File: config.mk
export PLATFORM = sky130hd
export DESIGN_NAME = decimal_text_to_scaled_binary
export DESIGN_NICKNAME = d
export VERILOG_FILES = /design/src/design/dtsb_pkg.sv /design/src/design/dtsb_in_reg.sv /design/src/design/dtsb_accum.sv /design/src/design/dtsb_out_reg.sv /design/src/design/decimal_text_to_scaled_binary.sv
export SDC_FILE = /design/constraint.sdc
export NUM_CORES = 1
export LEC_CHECK = 0
export ABC_AREA = 1
export BUFFER_PORTS_ARGS = -buffer_cell sky130_fd_sc_hd__buf_2
export CORE_MARGIN = 1
export CORE_UTILIZATION = 45
export DETAILED_ROUTE_END_ITERATION = 10
export HOLD_SLACK_MARGIN = 0.08
export PLACE_DENSITY = 0.71
export SLEW_MARGIN = 20
export SYNTH_ARGS = -nofsm -noshare
export SYNTH_HDL_FRONTEND = slang
export SYNTH_SLANG_ARGS = --single-unit
File: constraint.sdc
create_clock -name i_clk -period 6.97 [get_ports i_clk]
set_clock_uncertainty 0.05 [all_clocks]
set_input_delay 1.394 -clock i_clk [delete_from_list [all_inputs] [get_ports i_clk]]
set_output_delay 1.394 -clock i_clk [all_outputs]
set_load 0.005 [all_outputs]
File: src/design/dtsb_pkg.sv
package dtsb_pkg;

    // character codes that steer the parser
    localparam logic [7:0] CHAR_MINUS = 8'h2D;
    localparam logic [7:0] CHAR_PLUS  = 8'h2B;
    localparam logic [7:0] CHAR_POINT = 8'h2E;
    localparam logic [7:0] CHAR_ZERO  = 8'h30;
    localparam logic [7:0] CHAR_NINE  = 8'h39;

    // saturation limits of the counters
    localparam logic [7:0] DIGIT_MAX    = 8'hFF;
    localparam logic [6:0] FRACTION_MAX = 7'h7F;

    // widths of the result fields
    localparam int unsigned HALF_W = 64;
    localparam int unsigned EXT_W  = 2 * HALF_W;

    // one input word after the input register
    typedef struct packed {
        logic       is_end;
        logic [7:0] char_code;
    } t_item;

    // one result word, lowest field in the lowest bits
    typedef struct packed {
        logic [6:0]        fraction_digits;
        logic [7:0]        digit_total;
        logic              is_positive;
        logic [HALF_W-1:0] mantissa_high;
        logic [HALF_W-1:0] mantissa_low;
    } t_result;

endpackage

File: src/design/dtsb_in_reg.sv
module dtsb_in_reg
    import dtsb_pkg::*;
(
    input  logic  i_clk,
    input  logic  i_rst_n,
    input  logic  i_valid,
    output logic  o_ready,
    input  t_item i_item,
    output logic  o_valid,
    output t_item o_item,
    input  logic  i_take
);

    logic  r_valid;
    t_item r_item;

    // register is free when empty or being drained this cycle
    assign o_ready = !r_valid || i_take;

    // control
    always_ff @(posedge i_clk) begin
        if (!i_rst_n) begin
            r_valid <= 1'b0;
        end else if (o_ready) begin
            r_valid <= i_valid;
        end
    end

    // payload
    always_ff @(posedge i_clk) begin
        if (o_ready && i_valid) begin
            r_item <= i_item;
        end
    end

    assign o_valid = r_valid;
    assign o_item  = r_item;

endmodule

File: src/design/dtsb_accum.sv
module dtsb_accum
    import dtsb_pkg::*;
#(
    parameter int unsigned MANTISSA_BYTES = 16
) (
    input  logic    i_clk,
    input  logic    i_rst_n,
    input  logic    i_fire,
    input  t_item   i_item,
    output t_result o_result
);

    localparam int unsigned MW = 8 * MANTISSA_BYTES;

    logic [MW-1:0] r_mant,       n_mant;
    logic [7:0]    r_digit_cnt,  n_digit_cnt;
    logic [6:0]    r_frac_cnt,   n_frac_cnt;
    logic          r_point,      n_point;
    logic          r_stopped,    n_stopped;
    logic          r_first,      n_first;
    logic          r_negative,   n_negative;

    logic [3:0]      w_offset;
    logic [MW-1:0]   w_mant_next;
    logic [EXT_W-1:0] w_mant_ext;

    // times ten plus digit as shift-and-add, wraps at the mantissa width
    assign w_offset    = 4'(i_item.char_code - CHAR_ZERO);
    assign w_mant_next = (r_mant << 3) + (r_mant << 1) + MW'(w_offset);

    // next state for one character or the end word
    always_comb begin
        n_mant      = r_mant;
        n_digit_cnt = r_digit_cnt;
        n_frac_cnt  = r_frac_cnt;
        n_point     = r_point;
        n_stopped   = r_stopped;
        n_first     = r_first;
        n_negative  = r_negative;
        if (i_item.is_end) begin
            n_mant      = '0;
            n_digit_cnt = '0;
            n_frac_cnt  = '0;
            n_point     = 1'b0;
            n_stopped   = 1'b0;
            n_first     = 1'b1;
            n_negative  = 1'b0;
        end else if (r_first && i_item.char_code == CHAR_MINUS) begin
            n_first    = 1'b0;
            n_negative = 1'b1;
        end else if (r_first && i_item.char_code == CHAR_PLUS) begin
            n_first = 1'b0;
        end else begin
            n_first = 1'b0;
            if (!r_stopped) begin
                if (i_item.char_code == CHAR_POINT) begin
                    n_point = 1'b1;
                end else if (i_item.char_code inside {[CHAR_ZERO:CHAR_NINE]}) begin
                    n_mant = w_mant_next;
                    if (r_digit_cnt != DIGIT_MAX) begin
                        n_digit_cnt = r_digit_cnt + 8'd1;
                    end
                    if (r_point && r_frac_cnt != FRACTION_MAX) begin
                        n_frac_cnt = r_frac_cnt + 7'd1;
                    end
                end else begin
                    n_stopped = 1'b1;
                end
            end
        end
    end

    // parser state
    always_ff @(posedge i_clk) begin
        if (!i_rst_n) begin
            r_mant      <= '0;
            r_digit_cnt <= '0;
            r_frac_cnt  <= '0;
            r_point     <= 1'b0;
            r_stopped   <= 1'b0;
            r_first     <= 1'b1;
            r_negative  <= 1'b0;
        end else if (i_fire) begin
            r_mant      <= n_mant;
            r_digit_cnt <= n_digit_cnt;
            r_frac_cnt  <= n_frac_cnt;
            r_point     <= n_point;
            r_stopped   <= n_stopped;
            r_first     <= n_first;
            r_negative  <= n_negative;
        end
    end

    // result as seen by the end word
    assign w_mant_ext = EXT_W'(r_mant);

    always_comb begin
        o_result.mantissa_low    = w_mant_ext[HALF_W-1:0];
        o_result.mantissa_high   = w_mant_ext[EXT_W-1:HALF_W];
        o_result.is_positive     = !r_negative;
        o_result.digit_total     = (r_digit_cnt == 8'd0) ? 8'd1 : r_digit_cnt;
        o_result.fraction_digits = r_frac_cnt;
    end

endmodule

File: src/design/dtsb_out_reg.sv
module dtsb_out_reg
    import dtsb_pkg::*;
(
    input  logic    i_clk,
    input  logic    i_rst_n,
    input  logic    i_load,
    input  t_result i_result,
    output logic    o_free,
    output logic    o_valid,
    input  logic    i_ready,
    output t_result o_result
);

    logic    r_valid;
    t_result r_result;

    // slot can take a new word when empty or being read out
    assign o_free = !r_valid || i_ready;

    // control
    always_ff @(posedge i_clk) begin
        if (!i_rst_n) begin
            r_valid <= 1'b0;
        end else if (i_load) begin
            r_valid <= 1'b1;
        end else if (i_ready) begin
            r_valid <= 1'b0;
        end
    end

    // payload
    always_ff @(posedge i_clk) begin
        if (i_load) begin
            r_result <= i_result;
        end
    end

    assign o_valid  = r_valid;
    assign o_result = r_result;

endmodule

File: src/design/decimal_text_to_scaled_binary.sv
// Decimal text to scaled binary converter.
// Input stream: one character per word. tdata carries the ASCII code and
// tlast marks the end word (its tdata is ignored). A leading sign, a point
// and digits are parsed; the first other character freezes the value.
// Output stream: one word per end word. tdata carries the mantissa, sign,
// digit total and fraction digit count.
// Throughput: one input word per cycle while no end word waits for the result
// register; character words keep flowing while a finished result is still
// waiting on the output. The 128-bit times-ten-plus-digit shift-and-add
// between the input register and the parser state sets the cycle.
// Output: the result register loads as the end word leaves the input
// register; an end word leaves only when the result register is free.
// Reset: both registers empty, the parser at the start of a new number.
// Stall: while the output is held, character words keep flowing into the
// parser; a following end word waits in the input register, and input
// ready drops only then.
module decimal_text_to_scaled_binary
    import dtsb_pkg::*;
#(
    parameter int unsigned MANTISSA_BYTES = 16
) (
    input  logic         i_clk,
    input  logic         i_rst_n,
    input  logic         s_axis_tvalid,
    output logic         s_axis_tready,
    input  logic [7:0]   s_axis_tdata,  // char_code[7:0]
    input  logic         s_axis_tlast,  // is_end
    output logic         m_axis_tvalid,
    input  logic         m_axis_tready,
    output logic [143:0] m_axis_tdata   // mantissa_low[63:0], mantissa_high[127:64],
                                        // is_positive[128], digit_total[136:129],
                                        // fraction_digits[143:137]
);

    t_item   w_in_item;
    t_item   w_item;
    logic    w_item_valid;
    logic    w_out_free;
    logic    w_take;
    t_result w_result;
    t_result w_out_result;

    assign w_in_item.char_code = s_axis_tdata;
    assign w_in_item.is_end    = s_axis_tlast;

    // an end word moves on only when the result register has room
    assign w_take = w_item_valid && (!w_item.is_end || w_out_free);

    dtsb_in_reg u_in_reg (
        .i_clk   (i_clk),
        .i_rst_n (i_rst_n),
        .i_valid (s_axis_tvalid),
        .o_ready (s_axis_tready),
        .i_item  (w_in_item),
        .o_valid (w_item_valid),
        .o_item  (w_item),
        .i_take  (w_take)
    );

    dtsb_accum #(
        .MANTISSA_BYTES (MANTISSA_BYTES)
    ) u_accum (
        .i_clk    (i_clk),
        .i_rst_n  (i_rst_n),
        .i_fire   (w_take),
        .i_item   (w_item),
        .o_result (w_result)
    );

    dtsb_out_reg u_out_reg (
        .i_clk    (i_clk),
        .i_rst_n  (i_rst_n),
        .i_load   (w_take && w_item.is_end),
        .i_result (w_result),
        .o_free   (w_out_free),
        .o_valid  (m_axis_tvalid),
        .i_ready  (m_axis_tready),
        .o_result (w_out_result)
    );

    // pack the result word, mantissa_low in the lowest bits
    assign m_axis_tdata = {w_out_result.fraction_digits, w_out_result.digit_total,
                           w_out_result.is_positive, w_out_result.mantissa_high,
                           w_out_result.mantissa_low};

endmodule

* Word level (Yosys, flattened, before mapping)
Cells that the tools add are included.
Storage, ports and cells: flip-flop bits (word level) 302, latch bits 0, RAM bits 0, memory bits (read-only) 0, bits of input ports 13, word-level logic and storage cells 95, memories kept 0
Operators by class: add/subtract/negate cells 5, $mul 0, div/mod/pow operators 0, magnitude comparators 2, equality and inequality tests 9, shift-type cells 0, mux-type cells 36, bitwise gates (word level) 0, reductions and logical operators 27
Operator list (count):
- $mux W128 | 6
- $add A128 B128 Y128 | 1
- $add A128 B4 Y128 | 1
- $mux W8 | 7
- $mux W7 | 7
- $eq A8 B6 Y1 const B | 3
- $mux W1 | 16
- $reduce_and A7 Y1 | 2
- $reduce_bool A2 Y1 | 6
- $add A8 B1 Y8 const B | 1
- $ge A8 B6 Y1 const B | 1
- $le A8 B6 Y1 const B | 1
- $logic_not A8 Y1 | 1
- $ne A2 B2 Y1 const B | 4
- $ne A8 B8 Y1 const B | 1
- $add A7 B1 Y7 const B | 1
- $logic_and A1 B1 Y1 | 7
- $ne A7 B7 Y1 const B | 1
- $reduce_and A6 Y1 | 1
- $reduce_and A5 Y1 | 1
- $logic_not A1 Y1 | 4
- $sub A4 B1 Y4 const B | 1
- $logic_or A1 B1 Y1 | 3
- $reduce_and A3 Y1 | 1
- $reduce_and A2 Y1 | 1

* Logic depth before layout (Yosys ltp)
Gate-level depths: netlist (run 1).
depth after elaboration 9, depth in mapped cells 19, depth with buffers taken out 19

* Modules after synthesis
From an unflattened synthesis (run 1), not the netlist that was laid out.
Unflattened totals: cells, all modules 3985, area total of the unflattened synthesis 24987.7 um^2
Modules (own cells, without submodules):
- dtsb_accum | times used 1, cells an instance 3814, area an instance 20270.7 um^2, seq. area each 2942.8 um^2
- dtsb_out_reg | times used 1, cells an instance 150, area an instance 4370.4 um^2, seq. area each 4344.2 um^2
- dtsb_in_reg | times used 1, cells an instance 16, area an instance 321.6 um^2, seq. area each 290.3 um^2
- decimal_text_to_scaled_binary | times used 1, cells an instance 5, area an instance 25.0 um^2, seq. area each 0.0 um^2

* Worst setup path before layout (run 1)
Ideal clock, no wire load.
path kind input -> register, start in m_axis_tready, end reg u_out_reg.r_result (netlist bit u_out_reg.o_result[0]), enable pin, setup time 0.497 ns, data arrival time 4.541 ns, data required time 6.423 ns, slack 1.882 ns, stages 6, buffers on the path 0, path through nor2_1 -> nand2_1 -> nand2_1 -> inv_1 -> nand2_1 -> inv_1
On the way: longest elaborated chain between the ends 4
RTL lines:
- start: declaration | line decimal_text_to_scaled_binary.sv:29 | input logic m_axis_tready,
- $logic_or A1 B1 Y1 | line dtsb_out_reg.sv:18 | assign o_free = !r_valid || i_ready;
- $logic_or A1 B1 Y1 | line decimal_text_to_scaled_binary.sv:47 | assign w_take = w_item_valid && (!w_item.is_end || w_out_free);
- $logic_and A1 B1 Y1 | line decimal_text_to_scaled_binary.sv:47
- $logic_and A1 B1 Y1 | line decimal_text_to_scaled_binary.sv:73 | .i_load (w_take && w_item.is_end),
- named net u_out_reg.i_load | line dtsb_out_reg.sv:6 | input logic i_load,
- end signal: assignment | line dtsb_out_reg.sv:34 | r_result <= i_result;
- end: declaration | line dtsb_out_reg.sv:15 | t_result r_result;
The timed path passes the listed nets, and every way through them passes these cells. A chain may end at the register's enable or synchronous reset.

* Worst setup path after layout (run 1)
start reg u_accum.r_mant[0], end reg u_accum.r_mant[114]
On the way: longest elaborated chain between the ends 8
RTL lines:
- start: declaration | line dtsb_accum.sv:15 | logic [MW-1:0] r_mant, n_mant;
- start signal: assignment | line dtsb_accum.sv:84 | r_mant <= n_mant;
- $add A128 B128 Y128 | line dtsb_accum.sv:29 | assign w_mant_next = (r_mant << 3) + (r_mant << 1) + MW'(w_offset);
- $add A128 B4 Y128 | line dtsb_accum.sv:29
- $mux W128 | line dtsb_accum.sv:58 | end else if (i_item.char_code inside {[CHAR_ZERO:CHAR_NINE]}) begin
- $mux W128 | line dtsb_accum.sv:56 | if (i_item.char_code == CHAR_POINT) begin
- $mux W128 | line dtsb_accum.sv:55 | if (!r_stopped) begin
- $mux W128 | line dtsb_accum.sv:51 | end else if (r_first && i_item.char_code == CHAR_PLUS) begin
- $mux W128 | line dtsb_accum.sv:48 | end else if (r_first && i_item.char_code == CHAR_MINUS) begin
- $mux W128 | line dtsb_accum.sv:40 | if (i_item.is_end) begin
No other way between the ends. The select of a mux whose other input is x is not followed.

==> flow_summary.ini, run 1 <==
[worst_setup_path]
crit_chain = inv_1 > fa_1 > inv_1 > fa_1 > nand3_1 > nand3_2 > nand2_1 > nand2_1 > nand2_1 > nand2_1 > nand3_1 > nand3_1 > nand2_1 > nand3_1 > nand3_1 > a21oi_1
cp_top_family = simple AND/OR/NAND/NOR gates
crit_path_start_kind = flip-flop
path_max_fanout = 4
cp.buffers_inverters = 2
slowest_stage = fa_1
critPathKind = reg2reg
arrival_ps = 4070
critPathRequiredTime_ps = 7340
r2r_end = u_accum.r_mant[114]
worstRegToRegCells = 16
endpoint_kind = flip-flop
r2r_start = u_accum.r_mant[0]
r2r_slack_ps = 3270
crit_path_max_incr_delay_ps = 530

[grt]
grt_max_degree = 70
grt_pass1_wl_um = 133100
grt_usage_pct = 31.01
grt_pass1_vias = 23130
grt_overflow_total = 0
antenna_found_initial = 0

[clock_tree]
tritoncts = yes
cts_buffers = 34
cts_buffer_depth = 3
cts_hold_buf = 0
htreeDepth = 2
clk_pin_slew_ps = 60
post_cts_buffers = 0
clk_root_buffer_cell = clkbuf_16
cts_resized = 0
clkSinkCount = 302
clock_latency_ps = 580

[detailed_routing]
finalWirelength_um = 88640
viasPerCell = 4.996
drc = 0
drtIter0Drc = 1928
vias = 24730
detail_route.wl_per_cell_um = 17.90
dr.pass1.iters = 7
ant_nets = 0

[synthesis]
synth-async-reset-ratio_pct = 0
synth_cells = 4024
synth_compound_area_share_pct = 6.284
yosys_warnings = 0
synth.avg_cell_area_um2 = 6.240
synth_area_um2 = 25110
synth_xor_area_share_pct = 0.4535
synth-edff-count = 153
synth_top_family_by_area = simple AND/OR/NAND/NOR gates
yosysUniqueCellTypes = 37
synth-simple-area-share_pct = 36.90
synth_fa_ha_area_share_pct = 12.77
ys_seq_elements = 302
yosys-mux-area-fraction_pct = 0
synth_flop_cell = edfxtp_1
synth_fp_nets = 4292
ys_seq_area_share_pct = 30.18

[timing]
rsz0062_at_grt = no
finalHoldViolations = 0
timing.fmax_ghz = 0.2700
fin_tns_setup_ps = 0
period_share_pct = 53.14
setup_viol = 0
min_period_ps = 3704
holdWs_ps = 407.0
slew_violations = 0
relSlewSlack_pct = 27.43
max_slew.worst_pin.slew_ps = 1089

[hold_path]
hold_path_startpoint = u_accum.r_negative
hold_depth = 1
hold_path.class = reg2reg
min_to = u_out_reg.o_result[128]

[final_layout]
syn_to_final_growth_pct = 11.04
drive_above_1_share_pct = 7.471
multi_input_area_um2 = 14160
nNetsFinal = 4445
num_antenna_cells = 0
fill_cells = 5809
register_area_um2 = 7577

[die]
ios = 159
num_rows = 86
die_h_um = 238.2
die_x_um = 238.2
coreArea_um2 = 55090
initial_core_util_pct = 45.58
fp.dieArea_um2 = 56750

[outcome]
outcome = complete, no violations

[job]
cap_viol_max_count = 0

[power]
peakVddDrop_v = 0.0001630
p_leak_nw = 15.82
power-per-cell-area_nw_per_um2 = 140.2

[place]
io_buffers = 158
dpl.hpwl_um = 74130
gp_congestion = 1.085
==> layout by cell type (no fill, tap or decap), types with 7 or more instances in the layout <==
cell and instances:
a21o_1 7, dfxtp_1 149, nor2_2 12, a21oi_1 242, o21ai_1 8, clkinv_2 7, o21a_1 7, o21ai_0 16
xor2_1 13, nand3b_1 13, or2_2 44, nand2_2 10, o21bai_1 11, nor3_1 32, nor3_2 7, edfxtp_1 153
nor2_1 277, buf_2 158, nand2_1 1617, ha_1 253, nand4_1 25, nand3_1 220, inv_1 825, clkbuf_16 34
nand3_2 11
==> synth_stat cells (all sizes together), types with 7 or more instances <==
cell / number / area (um^2)
a21o: 7 / 52.55
a21oi: 242 / 1211
buf: 27 / 158.9
clkbuf: 20 / 75.07
dfxtp: 149 / 2983
edfxtp: 153 / 4594
ha: 253 / 3166
inv: 832 / 3123
nand2: 1627 / 6132
nand3: 231 / 1211
nand3b: 13 / 97.59
nand4: 26 / 168.9
nor2: 290 / 1126
nor3: 39 / 230.2
o21a: 7 / 52.55
o21ai: 24 / 120.1
o21bai: 11 / 82.58
or2: 45 / 281.5
xor2: 13 / 113.9
==> how the worst max path moves through the flow <==
stage,start,to,slack [ps],cells after the start
floorplan,m_axis_tready,u_out_reg.o_result[0],1880,6
global placement,m_axis_tready,u_accum.r_mant[37],2840,13
detailed placement,m_axis_tready,u_accum.r_mant[37],2820,13
CTS,u_accum.r_mant[0],u_accum.r_mant[114],3380,16
global route,u_accum.r_mant[0],u_accum.r_mant[124],3170,16
finish,u_accum.r_mant[0],u_accum.r_mant[114],3270,16
==> area by class of cell <==
| cell class | count | area share [%] |
|---|---|---|
| well taps | 748 | 3.357 |
| inverters | 835 | 11.28 |
| flip-flops and latches | 302 | 27.18 |
| clock inverters | 19 | 0.9873 |
| clock buffers | 43 | 3.316 |
| repair buffers | 164 | 3.087 |
| multi-input cells | 2840 | 50.80 |
==> through the flow <==
step                      area (um^2)  power [W]  util, %  setup slack, ps  instances
after detailed placement        26660   0.002015    48.39             2818       4888
after global placement          26660   0.002014    48.39             2844       4888
after CTS                       27860   0.003946    50.57             3382       4950
after global routing            27880   0.004027    50.61             3171       4951
final                           27880   0.003909    50.61             3266       4951
after floorplan                 25110   0.001982        -             1882       4024
==> report_power, final <==
| part | switching, W | leakage (nW) | internal (W) | total, W |
|---|---|---|---|---|
| logic | 0.0000711 | 12.4 | 0.0000222 | 0.0000933 |
| clock network | 0.000787 | 0.579 | 0.00114 | 0.00193 |
| registers | 0.00000835 | 2.79 | 0.00188 | 0.00188 |
| total | 0.000866 | 15.8 | 0.00304 | 0.00391 |
==> sequential cells by signal (all words and copies together) (netlist names) <==
| signal | cells |
|---|---|
| u_accum.r_point | 1 |
| u_accum.r_frac_cnt | 7 |
| u_accum.r_digit_cnt | 8 |
| u_accum.r_negative | 1 |
| u_in_reg.o_item | 9 |
| u_out_reg.o_valid | 1 |
| u_out_reg.o_result | 144 |
| u_in_reg.o_valid | 1 |
| u_accum.r_first | 1 |
| u_accum.r_stopped | 1 |
| u_accum.r_mant | 128 |
==> cell families (layout without fill, tap and decap cells) <==
group	Yosys count	in the layout
and+or+nand+nor	2273	2273
buffers and inverters	882	1061
DFF	302	302
AOI/OAI and AO/OA	299	299
adders and majority gates	255	255
xor gates and xnor gates	13	13
==> per-layer routing <==
layer	vias to the layer above	track usage [%]	share of wire, %
met3	159	4.142	6.0
li1	12670	-	-
met2	715	50.41	45
met4	0	12.00	4.3
met5	-	0	0
met1	11190	41.66	45
Note: power is estimated with default switching activity, not from simulation.
==> run 2, diff against run 1 <==
==> constraint.sdc (replaced) <==
create_clock -name i_clk -period 3.67 [get_ports i_clk]
set_clock_uncertainty 0.05 [all_clocks]
set_input_delay 0.734 -clock i_clk [delete_from_list [all_inputs] [get_ports i_clk]]
set_output_delay 0.734 -clock i_clk [all_outputs]
set_load 0.005 [all_outputs]
==> run 2 against run 1 <==
  * Core utilization increased by 0.67 points
  * Register-to-register slack got worse by 3100 ps
  * Wire length increased by 8.8%
  * Worst hold slack got worse by 100 ps
  * Clock power increased by 92%
  * Worst setup slack got worse by 3100 ps
  * Die area unchanged
  * Non-clock buffer count increased by 37
  * Total power increased by 91%
  * Design area increased by 1.3%
  * First-iteration DRC count increased by 21%
  * Largest cell class unchanged
==> flow_summary.ini, run 2 (synthesized netlist as in run 1, its figures left out) <==
[outcome]
outcome = complete, no violations

[grt]
grt.busiest_layer = met2
grt_usage_pct = 33.72
grt_pass1_vias = 23460
grt_max_degree = 90
grtUsageMet2_pct = 55.11
grt_overflow_total = 0
antenna_found_initial = 0
globalRouteMet3Util_pct = 4.581
use_met1_pct = 44.61
grt_pass1_wl_um = 142500

[final_layout]
final_common_cell = nand2_1
multi_input_area_um2 = 14200
syn_to_final_growth_pct = 12.51
final_cell_mix = nand2_1 (1611), inv_1 (824), nor2_1 (276)
drive_above_1_share_pct = 8.463
fill_cells = 5834
register_area_um2 = 7577
nNetsFinal = 4483
num_antenna_cells = 0
largest_reg_flops = 144

[die]
ios = 159
num_rows = 86
initial_core_util_pct = 45.58
coreArea_um2 = 55090
die_h_um = 238.2
die_x_um = 238.2
fp.dieArea_um2 = 56750

[hold_path]
hold_path.class = in2reg

[timing]
timing.fmax_ghz = 0.2862
slew_violations = 0
finalHoldViolations = 0
setup_viol = 0
fin_tns_setup_ps = 0
max_slew.worst_pin.slew_ps = 760.6
period_share_pct = 95.21
min_period_ps = 3494
rsz0062_at_grt = no
relSlewSlack_pct = 49.29

[clock_tree]
clkSinkCount = 302
htreeDepth = 2
clk_pin_slew_ps = 60
clock_latency_ps = 580
tritoncts = yes
clk_root_buffer_cell = clkbuf_16
post_cts_buffers = 0
cts_buffer_depth = 3
cts_buffers = 35
cts_hold_buf = 0

[power]
power-per-cell-area_nw_per_um2 = 264.9
p_leak_nw = 16.05
peakVddDrop_v = 0.0003275
p_total_w = 0.007483

[worst_setup_path]
crit_path_start_kind = flip-flop
critPathRequiredTime_ps = 4050
critPathKind = reg2reg
arrival_ps = 3870
path_max_fanout = 4
endpoint_kind = flip-flop

[detailed_routing]
ant_nets = 0
finalWirelength_um = 96410
detail_route.wl_per_cell_um = 19.32
vias = 25280
dr.pass1.iters = 6
viasPerCell = 5.065
drtIter0Drc = 2337
drc = 0

[place]
io_buffers = 158
gp_congestion = 1.119
dpl.hpwl_um = 80310

[job]
cap_viol_max_count = 0
run 2: cell count changes in the layout (fill, tap and decap cells not counted), moves of 2 or more:
cell and change:
buf_4 +33, nand2_2 +3, nand2_1 -6, nand2_4 +3, buf_12 +4, clkinv_8 +2
clkinv_4 +2, clkbuf_16 +2
run 2: worst max-delay path, stage by stage (launching register included):
cell      delay [ps]
edfxtp_1         390
inv_1            110
fa_1             490
inv_1             70
ha_1             290
nand3_1           70
nand3_1          200
nand2_1           80
nand2_1          250
nand2_1           80
nand2_1          200
nand2_1           90
nand2_1          180
nand2_1           90
nand2_2          260
nand2_1          190
nand2_1          100
nand2_1           50
nand3_1           60
a21oi_1           60
run 2: cell type report:
cell class / instances / area share (%)
repair buffers: 201 / 4.207
well taps: 748 / 3.313
clock buffers: 46 / 3.463
flip-flops and latches: 302 / 26.82
multi-input cells: 2840 / 50.27
inverters: 835 / 11.13
clock inverters: 18 / 0.8016
run 2: final timing paths:
kind                                             from                       to  slack, ps  cells after the start
worst min-delay path                  s_axis_tdata[2]       u_in_reg.o_item[2]        300                      1
worst max-delay path               u_in_reg.o_item[3]      u_accum.r_mant[125]        180                     19
worst min register to register  u_accum.r_frac_cnt[4]  u_out_reg.o_result[141]        400                      0
worst max register to register     u_in_reg.o_item[3]      u_accum.r_mant[125]        180                     19
run 2: where the power goes:
| group | switching, W | internal, W | leakage [nW] |
|---|---|---|---|
| Combinational | 0.000155 | 0.0000501 | 12.7 |
| Sequential | 0.0000160 | 0.00356 | 2.79 |
| Clock | 0.00152 | 0.00218 | 0.588 |
| Total | 0.00169 | 0.00579 | 16.0 |
run 2: per-stage QoR:
stage	cells	setup WS (ps)	hold WS (ps)	util, %	area (um^2)
2_1_floorplan	4024	15.72	358.6	-	25130
3_3_place_gp	4926	158.1	390.0	49.06	27030
3_5_place_dp	4926	102.3	395.0	49.06	27030
4_1_cts	4990	92.22	282.9	51.24	28230
5_1_grt	4990	0.5405	286.9	51.28	28250
6_report	4990	175.7	303.0	51.28	28250
run 2: routing by layer:
metal | share of wire (%) | up-vias
met3 | 6.2 | 180
met4 | 4.6 | 0
met5 | 0 | -
met2 | 45 | 784
met1 | 44 | 11530
li1 | - | 12780
run 2: timing repair:
action | in CTS | in global routing
setup endpoints to repair | 0 | 5
gates resized for setup | 0 | 6
hold endpoints to repair | 0 | 0
